<file path="src/rtl/zpsf_pkg.sv">
// Shared types and constants of the zero-phase symmetric FIR filter.
// Used by zpsf_mac, zero_phase_symmetric_fir and the testbench; depends on nothing else.
package zpsf_pkg;

	// Default values of the top-level parameters.
	localparam int HALF_TAPS_DEF      = 63;
	localparam int SAMPLE_BITS_DEF    = 16;
	localparam int COEF_FRAC_BITS_DEF = 16;

	// Fixed field widths.
	localparam int TAP_BITS  = 6;
	localparam int SEEN_BITS = 7;
	localparam logic [SEEN_BITS-1:0] SEEN_MAX = 7'd127;

	// Item kinds carried in tuser of the input stream.
	localparam logic OP_COEF   = 1'b0;
	localparam logic OP_SAMPLE = 1'b1;

	// Sequencer states.
	typedef enum logic [2:0] {
		ST_IDLE,
		ST_ISSUE,
		ST_WAIT,
		ST_NEXT,
		ST_PUSH_ZERO
	} seq_state_t;

	// Control that travels alongside one tap-pair read into the MAC pipeline.
	typedef struct packed {
		logic valid;     // a tap pair is in this stage
		logic first;     // centre tap, restarts the accumulator
		logic last_term; // final tap pair of this output
		logic use_a;     // lower window sample lies inside the signal
		logic use_b;     // upper window sample lies inside the signal and is paired
		logic coef_ok;   // coefficient entry has been written since reset
		logic last_out;  // this output closes the signal
	} term_ctl_t;

endpackage

</file>
<file path="src/rtl/zpsf_mac.sv">
// Multiply-accumulate pipeline, rounding, saturation and output register of the filter.
// Depends on zpsf_pkg; fed with registered memory read data by zero_phase_symmetric_fir.
module zpsf_mac #(
	parameter int HALF_TAPS      = zpsf_pkg::HALF_TAPS_DEF,
	parameter int SAMPLE_BITS    = zpsf_pkg::SAMPLE_BITS_DEF,
	parameter int COEF_FRAC_BITS = zpsf_pkg::COEF_FRAC_BITS_DEF
) (
	input  logic                          clk,
	input  logic                          arst_n,
	input  zpsf_pkg::term_ctl_t           term_ctl,
	input  logic signed [SAMPLE_BITS-1:0] win_a,
	input  logic signed [SAMPLE_BITS-1:0] win_b,
	input  logic signed [COEF_FRAC_BITS+1:0] coef,
	input  logic                          out_ready,
	output logic                          out_valid,
	output logic signed [SAMPLE_BITS-1:0] out_filtered,
	output logic                          out_sat,
	output logic                          out_last,
	output logic                          done
);

	localparam int COEF_BITS = COEF_FRAC_BITS + 2;
	localparam int PROD_BITS = COEF_BITS + SAMPLE_BITS + 1;
	localparam int ACC_BITS  = PROD_BITS + $clog2(HALF_TAPS + 1) + 1;

	localparam logic signed [ACC_BITS-1:0] RND_HALF =
		{{(ACC_BITS-COEF_FRAC_BITS){1'b0}}, 1'b1, {(COEF_FRAC_BITS-1){1'b0}}};
	localparam logic signed [ACC_BITS-1:0] SAT_HI =
		{{(ACC_BITS-SAMPLE_BITS+1){1'b0}}, {(SAMPLE_BITS-1){1'b1}}};
	localparam logic signed [ACC_BITS-1:0] SAT_LO =
		{{(ACC_BITS-SAMPLE_BITS+1){1'b1}}, {(SAMPLE_BITS-1){1'b0}}};

	zpsf_pkg::term_ctl_t           ctl_s2, ctl_s3;
	logic signed [SAMPLE_BITS:0]   sum_s2;
	logic signed [COEF_BITS-1:0]   coef_s2;
	logic signed [PROD_BITS-1:0]   prod_s3;
	logic signed [ACC_BITS-1:0]    acc_q;
	logic                          pend_q;
	logic                          last_q;
	logic                          out_valid_q;
	logic signed [SAMPLE_BITS-1:0] out_filtered_q;
	logic                          out_sat_q;
	logic                          out_last_q;

	logic signed [SAMPLE_BITS:0]   a_ext, b_ext;
	logic signed [ACC_BITS-1:0]    rnd, quo;
	logic                          ovf_hi, ovf_lo;
	logic signed [SAMPLE_BITS-1:0] filtered_d;

	// Samples outside the signal and unwritten coefficients count as zero.
	always_comb begin
		a_ext = term_ctl.use_a ? {win_a[SAMPLE_BITS-1], win_a} : '0;
		b_ext = term_ctl.use_b ? {win_b[SAMPLE_BITS-1], win_b} : '0;
	end

	always_ff @(posedge clk or negedge arst_n) begin
		if (!arst_n) begin
			ctl_s2 <= '0;
			ctl_s3 <= '0;
		end else begin
			ctl_s2 <= term_ctl;
			ctl_s3 <= ctl_s2;
		end
	end

	always_ff @(posedge clk) begin
		sum_s2  <= a_ext + b_ext;
		coef_s2 <= term_ctl.coef_ok ? coef : '0;
		prod_s3 <= sum_s2 * coef_s2;
		if (ctl_s3.valid) begin
			if (ctl_s3.first) begin
				acc_q <= ACC_BITS'(prod_s3);
			end else begin
				acc_q <= acc_q + ACC_BITS'(prod_s3);
			end
		end
	end

	// Round half up is floor(acc + half), then clip to the sample range.
	always_comb begin
		rnd    = acc_q + RND_HALF;
		quo    = rnd >>> COEF_FRAC_BITS;
		ovf_hi = quo > SAT_HI;
		ovf_lo = quo < SAT_LO;
		if (ovf_hi) begin
			filtered_d = SAT_HI[SAMPLE_BITS-1:0];
		end else if (ovf_lo) begin
			filtered_d = SAT_LO[SAMPLE_BITS-1:0];
		end else begin
			filtered_d = quo[SAMPLE_BITS-1:0];
		end
	end

	assign done = pend_q && (!out_valid_q || out_ready);

	always_ff @(posedge clk or negedge arst_n) begin
		if (!arst_n) begin
			pend_q      <= 1'b0;
			last_q      <= 1'b0;
			out_valid_q <= 1'b0;
		end else begin
			if (ctl_s3.valid && ctl_s3.last_term) begin
				pend_q <= 1'b1;
				last_q <= ctl_s3.last_out;
			end else if (done) begin
				pend_q <= 1'b0;
			end
			if (done) begin
				out_valid_q <= 1'b1;
			end else if (out_ready) begin
				out_valid_q <= 1'b0;
			end
		end
	end

	always_ff @(posedge clk) begin
		if (done) begin
			out_filtered_q <= filtered_d;
			out_sat_q      <= ovf_hi || ovf_lo;
			out_last_q     <= last_q;
		end
	end

	assign out_valid    = out_valid_q;
	assign out_filtered = out_filtered_q;
	assign out_sat      = out_sat_q;
	assign out_last     = out_last_q;

	// A new output's terms must not arrive while the previous result waits.
	assert property (@(posedge clk) disable iff (!arst_n)
		!(term_ctl.valid && pend_q))
		else $error("tap pair entered while a result was pending");

	assert property (@(posedge clk) disable iff (!arst_n)
		done |=> out_valid_q)
		else $error("result load did not raise the output valid");

	assert property (@(posedge clk) disable iff (!arst_n)
		$rose(pend_q) |-> $past(ctl_s3.valid && ctl_s3.last_term))
		else $error("result became pending without its final tap pair");

endmodule

</file>
<file path="config.mk">
export PLATFORM = sky130hd
export DESIGN_NAME = zpsf_mac
export DESIGN_NICKNAME = d
export VERILOG_FILES = /design/src/rtl/zpsf_pkg.sv /design/src/rtl/zpsf_mac.sv
export SDC_FILE = /design/constraint.sdc
export NUM_CORES = 1
export LEC_CHECK = 0
export ABC_CLOCK_PERIOD_IN_PS = 9200
export BUFFER_PORTS_ARGS = -buffer_cell sky130_fd_sc_hd__clkbuf_2
export CAP_MARGIN = 20
export CELL_PAD_IN_SITES_DETAIL_PLACEMENT = 0
export CELL_PAD_IN_SITES_GLOBAL_PLACEMENT = 1
export CORE_ASPECT_RATIO = 1.75
export CORE_MARGIN = 2
export CORE_UTILIZATION = 25
export CTS_BUF_LIST = sky130_fd_sc_hd__clkbuf_16
export DETAILED_ROUTE_END_ITERATION = 16
export PLACE_DENSITY = 0.51
export SYNTH_ARGS = -nofsm -noshare
export SYNTH_HDL_FRONTEND = slang
export SYNTH_SLANG_ARGS = --single-unit
</file>
<file path="constraint.sdc">
create_clock -name clk -period 9.2 [get_ports clk]
set_input_delay 1.84 -clock clk [delete_from_list [all_inputs] [get_ports clk]]
set_output_delay 1.84 -clock clk [all_outputs]
set_load 0.03 [all_outputs]
</file>
* After elaboration in Yosys (flattened, before gate mapping)
Index checks and enable logic that the tools add are counted.
** Operators by class
- Multiply operators :: 1
- Order comparisons :: 2
- Mux-type cells :: 8
- Reductions and logical operators :: 7
- Add/sub/neg operators :: 3
** Operators by type and width (number)
- 42-bit by 17-bit adder with 42-bit output (second input constant) :: 1
- 42-bit by 35-bit adder with 42-bit output :: 1
- 42-bit two-way mux :: 1
- 17-bit by 18-bit multiplier with 35-bit output :: 1
- 17-bit two-way mux :: 2
- 26-bit by 16-bit > comparator with 1-bit output (second input constant) :: 1
- 26-bit by 16-bit less-than comparator with 1-bit output (second input constant) :: 1
- 17-bit adder :: 1
- 16-bit two-way mux :: 1
- 1-bit two-way mux :: 4
- 2-bit nonzero test :: 2
- 1-bit logical AND :: 2
- 1-bit logical OR :: 2
- 1-bit logical NOT :: 1
** Storage, ports and cells
- Register bits :: 141
- Input bits :: 60
- Logic and storage cells :: 39
- Output and inout port bits :: 20

* Depth between registers and ports, before layout
Gate-level depths: netlist of the first run.
- Depth in word-level cells :: 5
- Gate-level depth with buffers :: 26
- Gate-level depth less buffers :: 25

* Least setup slack after synthesis of the first run
No wires, ideal clock.
- Path type :: register -> register
- From :: register sum_s2[10]
- To :: register prod_s3[34]
- Library setup time :: 0.121 ns
- Data arrival time :: 6.274 ns
- Stages on the path, launching flop included :: 26
- Buffers on the path :: 2
- Setup slack :: 2.805 ns
- Clock period less this slack :: 6.395 ns
- Required time :: 9.079 ns
- Cells stage by stage :: dfxtp_1 -> clkbuf_1 -> clkbuf_1 -> nand2_1 -> fa_1 -> inv_1 -> fa_1 -> inv_1 -> fa_1 -> inv_1 -> fa_1 -> fa_1 -> inv_1 -> fa_1 -> inv_1 -> ha_1 -> nand3_1 -> nor2_1 -> nand2_1 -> a211oi_1 -> o41a_1 -> a31o_2 -> nand2_1 -> or4_1 -> a31oi_1 -> xnor2_1
** Between the ends
- Cells in the longest elaborated chain, start to end :: 1
** RTL lines
- start, declared :: line zpsf_mac.sv:34 : logic signed [SAMPLE_BITS:0] sum_s2;
- start signal, assigned :: line zpsf_mac.sv:67 : sum_s2 <= a_ext + b_ext;
- 17-bit by 18-bit multiplier with 35-bit output :: line zpsf_mac.sv:69 : prod_s3 <= sum_s2 * coef_s2;
- end signal, assigned :: line zpsf_mac.sv:69
- end, declared :: line zpsf_mac.sv:36 : logic signed [PROD_BITS-1:0] prod_s3;
Every way passes these cells.
A chain may end at the register's enable or synchronous reset.

* Worst setup path in the final report of the first run
- From :: register sum_s2[4]
- To :: register prod_s3[32]
Same word-level chain as after synthesis.

==> results of run 1 <==
==> layout by cell type (no fill, tap or decap), types with 4 or more instances in the layout <==
master,n
nand3_1,21
or4_1,4
buf_4,6
xnor2_1,69
a311oi_1,4
o31ai_1,6
o41ai_1,6
fa_1,313
xor2_1,31
clkbuf_2,79
o21ai_0,98
o21bai_1,15
dfrtp_1,9
nand4_1,12
edfxtp_1,60
nor3_1,19
o211ai_1,4
a2111oi_0,4
and3_1,9
or3_1,6
nor2_1,67
dfxtp_1,70
and2_1,199
a21oi_1,69
bufinv_16,4
ha_1,145
nor2b_1,19
o21a_1,7
a211oi_1,10
nand2b_1,17
clkbuf_16,17
a31oi_1,12
clkinv_4,4
a31o_2,5
inv_1,391
nor4_1,6
nand2_1,229
a21o_1,28
and4_1,4
==> state kept, by name, indices dropped and copies added, names as in the netlist <==
register and flops:
acc_q 42, prod_s3 35, coef_s2 18, sum_s2 17, out_filtered 16, ctl_s2 4
ctl_s3 4, last_q 1, out_last 1, out_sat 1, out_valid 1, pend_q 1
==> final cells by class <==
type,instances,area (um2)
fillers,8222,54800
multi-input cells,1478,14000
flip-flops and latches,141,3480
inverters,391,1470
well taps,1020,1280
repair buffers,85,440
clock buffers,17,425
clock inverters,15,195
==> per-stage QoR <==
step / utilization [%] / cells / hold WS, ps / setup slack [ps] / area, um2
2_1_floorplan: - / 2078 / 331 / 2800 / 19200
3_3_place_gp: 27.1 / 3114 / 337 / 2290 / 20700
3_5_place_dp: 27.1 / 3114 / 337 / 2190 / 20700
4_1_cts: 27.9 / 3146 / 353 / 2160 / 21300
5_1_grt: 28.0 / 3147 / 356 / 1770 / 21300
6_report: 28.0 / 3147 / 349 / 2210 / 21300
==> layer usage <==
layer | vias to the layer above | GRT usage (%) | share of wire [%]
met4 | 0 | 5.96 | 3.7
met5 | - | 0 | 0
li1 | 6617 | - | -
met3 | 77 | 1.61 | 2.1
met2 | 196 | 26.4 | 55
met1 | 6857 | 14.5 | 39
==> worst min-delay path by stage <==
stage / endpoint / slack [ps] / cells past startpoint
finish: ctl_s3[0] / 350 / 0
global route: ctl_s3[0] / 360 / 0
CTS: ctl_s3[0] / 350 / 0
detailed placement: ctl_s3[5] / 340 / 0
global placement: ctl_s3[0] / 340 / 0
floorplan: ctl_s3[0] / 330 / 0
==> logic make-up (layout without fill, tap and decap cells) <==
logic type                 after synthesis  in the layout
buffers and inverters                  459            508
and+or+nand+nor                        620            620
AOI/OAI and AO/OA                      296            296
DFF                                    141            141
muxes                                    4              4
xor gates and xnor gates               100            100
adders and majority gates              458            458
==> results_dict.tcl, run 1 <==
set metrics [dict create \
    status "completed" \
    num_rows 134 \
    reg2reg_to "prod_s3[32]" \
    hold_viol 0 \
    rsz0062_at_grt "no" \
    synth_common_cells "391 x inv_1, 313 x fa_1, 229 x nand2_1" \
    fmax_mhz 143 \
    synth_simple_gate_area_share_pct 16.2 \
    final.min_clock_period_ps 6990 \
    critPathMaxStageDelay_ps 850 \
    ys_seq_elements 141 \
    insertion_delay_ps 480 \
    drt_wl_total_mm 51.0 \
    final-max-slew-violation-count 0 \
    numClockSinks 141 \
    root_buffer "clkbuf_16" \
    slowest_stage "dfxtp_1" \
    coreArea_mm2 0.0761 \
    yosys_warnings 0 \
    cts_setup_buffers 0 \
    startpoint "sum_s2[4]" \
    hold_buffers 0 \
    path_buf_inv 4 \
    finalClockSkew_ps 21.4 \
    yosysUniqueCellTypes 66 \
    drtIter0Drc 466 \
    max-cap-violations 0 \
    start_kind "flop" \
    die_h_um 371 \
    antenna_found_initial 1 \
    drive_above_1_share_pct 6.49 \
    async_flop_share_pct 7.80 \
    syn_area_mm2 0.0192 \
    gp_congestion 0.838 \
    synth_compound_area_share_pct 9.79 \
    cp.required_ps 9590 \
    synthCells 2078 \
    synthMuxAreaShare_pct 0.228 \
    h-tree-depth 4 \
    io_pins 80 \
    cts_buffer_depth 2 \
    grt_pass1_wl_mm 82.4 \
    track_usage_pct 13.6 \
    synth_ff_type "dfxtp_1" \
    start_util_pct 25.2 \
    setup_viol 0 \
    critPathKind "flop to flop" \
    die_area_mm2 0.0791 \
    maxSlewHeadroom_pct 42.6 \
    die_x_um 213 \
    synthAdderAreaFrac_pct 42.1 \
    clkTransAtPathRegs_ps 60 \
    dr.pass1.iters 4 \
    gr-total-overflow 0 \
    viasPerCell 4.37 \
    crit_arrival_ps 7380 \
    synth-xor-area-share_pct 4.56 \
    cp_cell_sequence "nand2_1 -> fa_1 -> fa_1 -> fa_1 -> inv_1 -> fa_1 -> fa_1 -> inv_1 -> fa_1 -> inv_1 -> ha_1 -> inv_1 -> o21bai_1 -> a2111oi_0 -> nor3_1 -> o41a_1 -> a31o_2 -> nor3_1 -> o21bai_1 -> a21oi_1 -> xnor2_1" \
    cts_tree "built" \
    area_delta_synth_final_pct 10.9 \
    drc 0 \
    end_kind "flop" \
    hpwl_mm 42.7 \
    yosysMostFrequentCell "inv_1" \
    cts-buffers-inserted 17 \
    synth_top_family_by_area "adder cells" \
    wl_per_cell_um 16.2 \
    path_common_cell "fa_1" \
    r2r_setup_slack_ps 2210 \
    diodes 0 \
    synth_nets 2596 \
    grt_start_max_net_pins 47 \
    fin_nets 2632 \
    cts_resized 0 \
    hp-class "flop to flop" \
    setup_tns_ps 0 \
    r2r_start "sum_s2[4]" \
    vias 13747 \
    r2r_cells 21 \
    synth_area_leaders "fa_1 33%, ha_1 9.5%, edfxtp_1 9.4%" \
    portBuffers 79 \
    grt_pass1_vias 15310 \
    yosysSeqAreaShare_pct 18.1 \
    cp_max_fo 18 \
    synth_enable_flop_cells 60 \
    min_period_over_period_pct 76.0 \
    post-synth-top-area-cell "fa_1" \
    cpLargestDelayFamily "adder cells" \
    synth.avg_cell_area_um2 9.24 \
    critical_path_depth 21 \
    hold_start "ctl_s2[0]" \
    crit_end "prod_s3[32]" \
    synth_top_area_share_pct 32.6 \
    tightestPinTransition_ps 861 \
    drtAntennaViolNets 0 \
]
Power of run 1 is left out: the tool's default activity adds up to more than one toggle a clock period on the data nets, which glitch-free logic cannot reach.
==> run 2, diff against run 1 <==
--- a/config.mk
+++ b/config.mk
@@ -5,7 +5,7 @@
 export SDC_FILE = /design/constraint.sdc
 export NUM_CORES = 1
 export LEC_CHECK = 0
-export ABC_CLOCK_PERIOD_IN_PS = 9200
+export ABC_CLOCK_PERIOD_IN_PS = 7200
 export BUFFER_PORTS_ARGS = -buffer_cell sky130_fd_sc_hd__clkbuf_2
 export CAP_MARGIN = 20
 export CELL_PAD_IN_SITES_DETAIL_PLACEMENT = 0
==> constraint.sdc (replaced) <==
create_clock -name clk -period 7.2 [get_ports clk]
set_input_delay 1.44 -clock clk [delete_from_list [all_inputs] [get_ports clk]]
set_output_delay 1.44 -clock clk [all_outputs]
set_load 0.03 [all_outputs]
==> run 2 against run 1 <==
Net effect:
- design area grew 0.85%
- via count is essentially flat
- final cell count grew 0.83%
- maximum frequency grew 3.9%
- global-route usage grew 0.13 points
- wire length grew 0.55%
- critical path type unchanged
- highest routed layer unchanged
==> results_dict.tcl, run 2 (synthesis gave the netlist of run 1 again) <==
set metrics [dict create \
    status "completed" \
    cp.required_ps 7520 \
    min_period_over_period_pct 93.4 \
    power_density_mw_per_mm2 513 \
    cpLargestDelayFamily "adder cells" \
    coreArea_mm2 0.0761 \
    rsz0062_at_grt "no" \
    crit_arrival_ps 7050 \
    num_rows 134 \
    cts_buffer_depth 2 \
    fillers 8231 \
    track_usage_pct 13.8 \
    max-cap-violations 0 \
    dpl_worst_slack_ps 253 \
    critPathKind "flop to flop" \
    leakage_nw 10.0 \
    largest_registers "acc_q: 42 flops, prod_s3: 35 flops, coef_s2: 18 flops" \
    cp_max_fo 9 \
    slowest_stage "fa_1" \
    area_delta_synth_final_pct 11.8 \
    viasPerCell 4.33 \
    cp_cell_sequence "buf_4 -> nand2_1 -> fa_1 -> inv_1 -> fa_1 -> fa_1 -> fa_1 -> fa_1 -> inv_1 -> fa_1 -> inv_1 -> ha_1 -> nand2_1 -> nor2_1 -> nand2_1 -> a211oi_1 -> o41a_1 -> a31o_2 -> nand2_1 -> or4_1 -> a31oi_1 -> xnor2_1" \
    final_cell_mix "393 x inv_1, 313 x fa_1, 229 x nand2_1, 199 x and2_1, 145 x ha_1" \
    die_x_um 213 \
    die_h_um 371 \
    drtIter0Drc 604 \
    largest_reg_flops 42 \
    grt_pass1_wl_mm 84.1 \
    portBuffers 79 \
    finalClockSkew_ps 14.4 \
    io_pins 80 \
    layout_setup_ws_ps 473 \
    placed_area_mm2 0.0209 \
    hold_viol 0 \
    cts_setup_buffers 0 \
    maxSlewHeadroom_pct 33.7 \
    ir_drop_mv 0.304 \
    top_register "acc_q" \
    cts_tree "built" \
    path_common_cell "fa_1" \
    layout_commonest_cell "inv_1" \
    finalCoreUtilization_pct 28.2 \
    setup_viol 0 \
    gp_congestion 0.830 \
    fin_nets 2658 \
    final-max-slew-violation-count 0 \
    h-tree-depth 4 \
    dr.pass1.iters 4 \
    antenna_found_initial 0 \
    end_kind "flop" \
    final.min_clock_period_ps 6730 \
    clkTransAtPathRegs_ps 60 \
    drive_above_1_share_pct 7.85 \
    diodes 0 \
    gr-total-overflow 0 \
    path_buf_inv 4 \
    vias 13743 \
    drt_wl_total_mm 51.3 \
    insertion_delay_ps 460 \
    grt_start_max_net_pins 51 \
    tightestPinTransition_ps 990 \
    start_util_pct 25.2 \
    hp-class "flop to flop" \
    drtAntennaViolNets 0 \
    wl_per_cell_um 16.2 \
    cts-buffers-inserted 17 \
    root_buffer "clkbuf_16" \
    die_area_mm2 0.0791 \
    hpwl_mm 43.8 \
    numClockSinks 141 \
    drc 0 \
    start_kind "flop" \
    grt_pass1_vias 15725 \
    fin_area_mm2 0.0215 \
    setup_tns_ps 0 \
    fmax_mhz 149 \
    critPathMaxStageDelay_ps 580 \
]
-- run 2: cell types whose count changed in the layout (fill, tap and decap cells not counted), sizes merged --
cell / change
inv: +1
clkinv: -2
clkbuf: +2
buf: +26
bufinv: -2
clkinvlp: +1
-- run 2: metrics by stage --
step,hold slack (ps),total power (W),std cells
after detailed placement,336,0.0103,3141
after global routing,360,0.0125,3173
final,356,0.0110,3173
after floorplan,331,0.00816,2078
after CTS,360,0.0113,3173
after global placement,337,0.0103,3141
-- run 2: layout make-up --
cell class              count  area, um2  share of cell area [%]
clock inverters            13        121                   0.566
well taps                1020       1280                    5.95
flip-flops and latches    141       3490                    16.3
inverters                 391       1470                    6.84
multi-input cells        1478      14000                    65.2
repair buffers            111        636                    2.96
clock buffers              19        475                    2.22
-- run 2: final timing paths --
check | start | to | slack, ps | depth (start not counted)
worst min register to register | ctl_s2[6] | ctl_s3[6] | 360 | 0
max in group asynchronous | arst_n | ctl_s3[5] | 6120 | 1
worst min-delay path | ctl_s2[6] | ctl_s3[6] | 360 | 0
worst max register to register | coef_s2[7] | prod_s3[34] | 470 | 22
min in group asynchronous | arst_n | ctl_s2[4] | 850 | 1
worst max-delay path | coef_s2[7] | prod_s3[34] | 470 | 22
-- run 2: metal layers --
| layer | vias to the layer above | wire, um | track usage [%] |
|---|---|---|---|
| met4 | 0 | 1420 | 4.81 |
| met3 | 64 | 1050 | 1.44 |
| met1 | 6816 | 20500 | 15.0 |
| met2 | 195 | 28300 | 27.0 |
| met5 | - | 0 | 0 |
| li1 | 6668 | - | - |
-- run 2: power breakdown --
part | internal [W] | total [W] | switching, W
registers | 0.00128 | 0.00157 | 0.000287
clock network | 0.000544 | 0.000913 | 0.000370
logic | 0.00366 | 0.00853 | 0.00487
-- run 2: timing repair --
item,4_1_cts,5_1_grt
endpoints found under the setup margin,0,2
hold endpoints to repair,0,0
hold buffers,0,0
gates resized for setup,0,8
No activity file was read; power rests on OpenSTA's default activity.
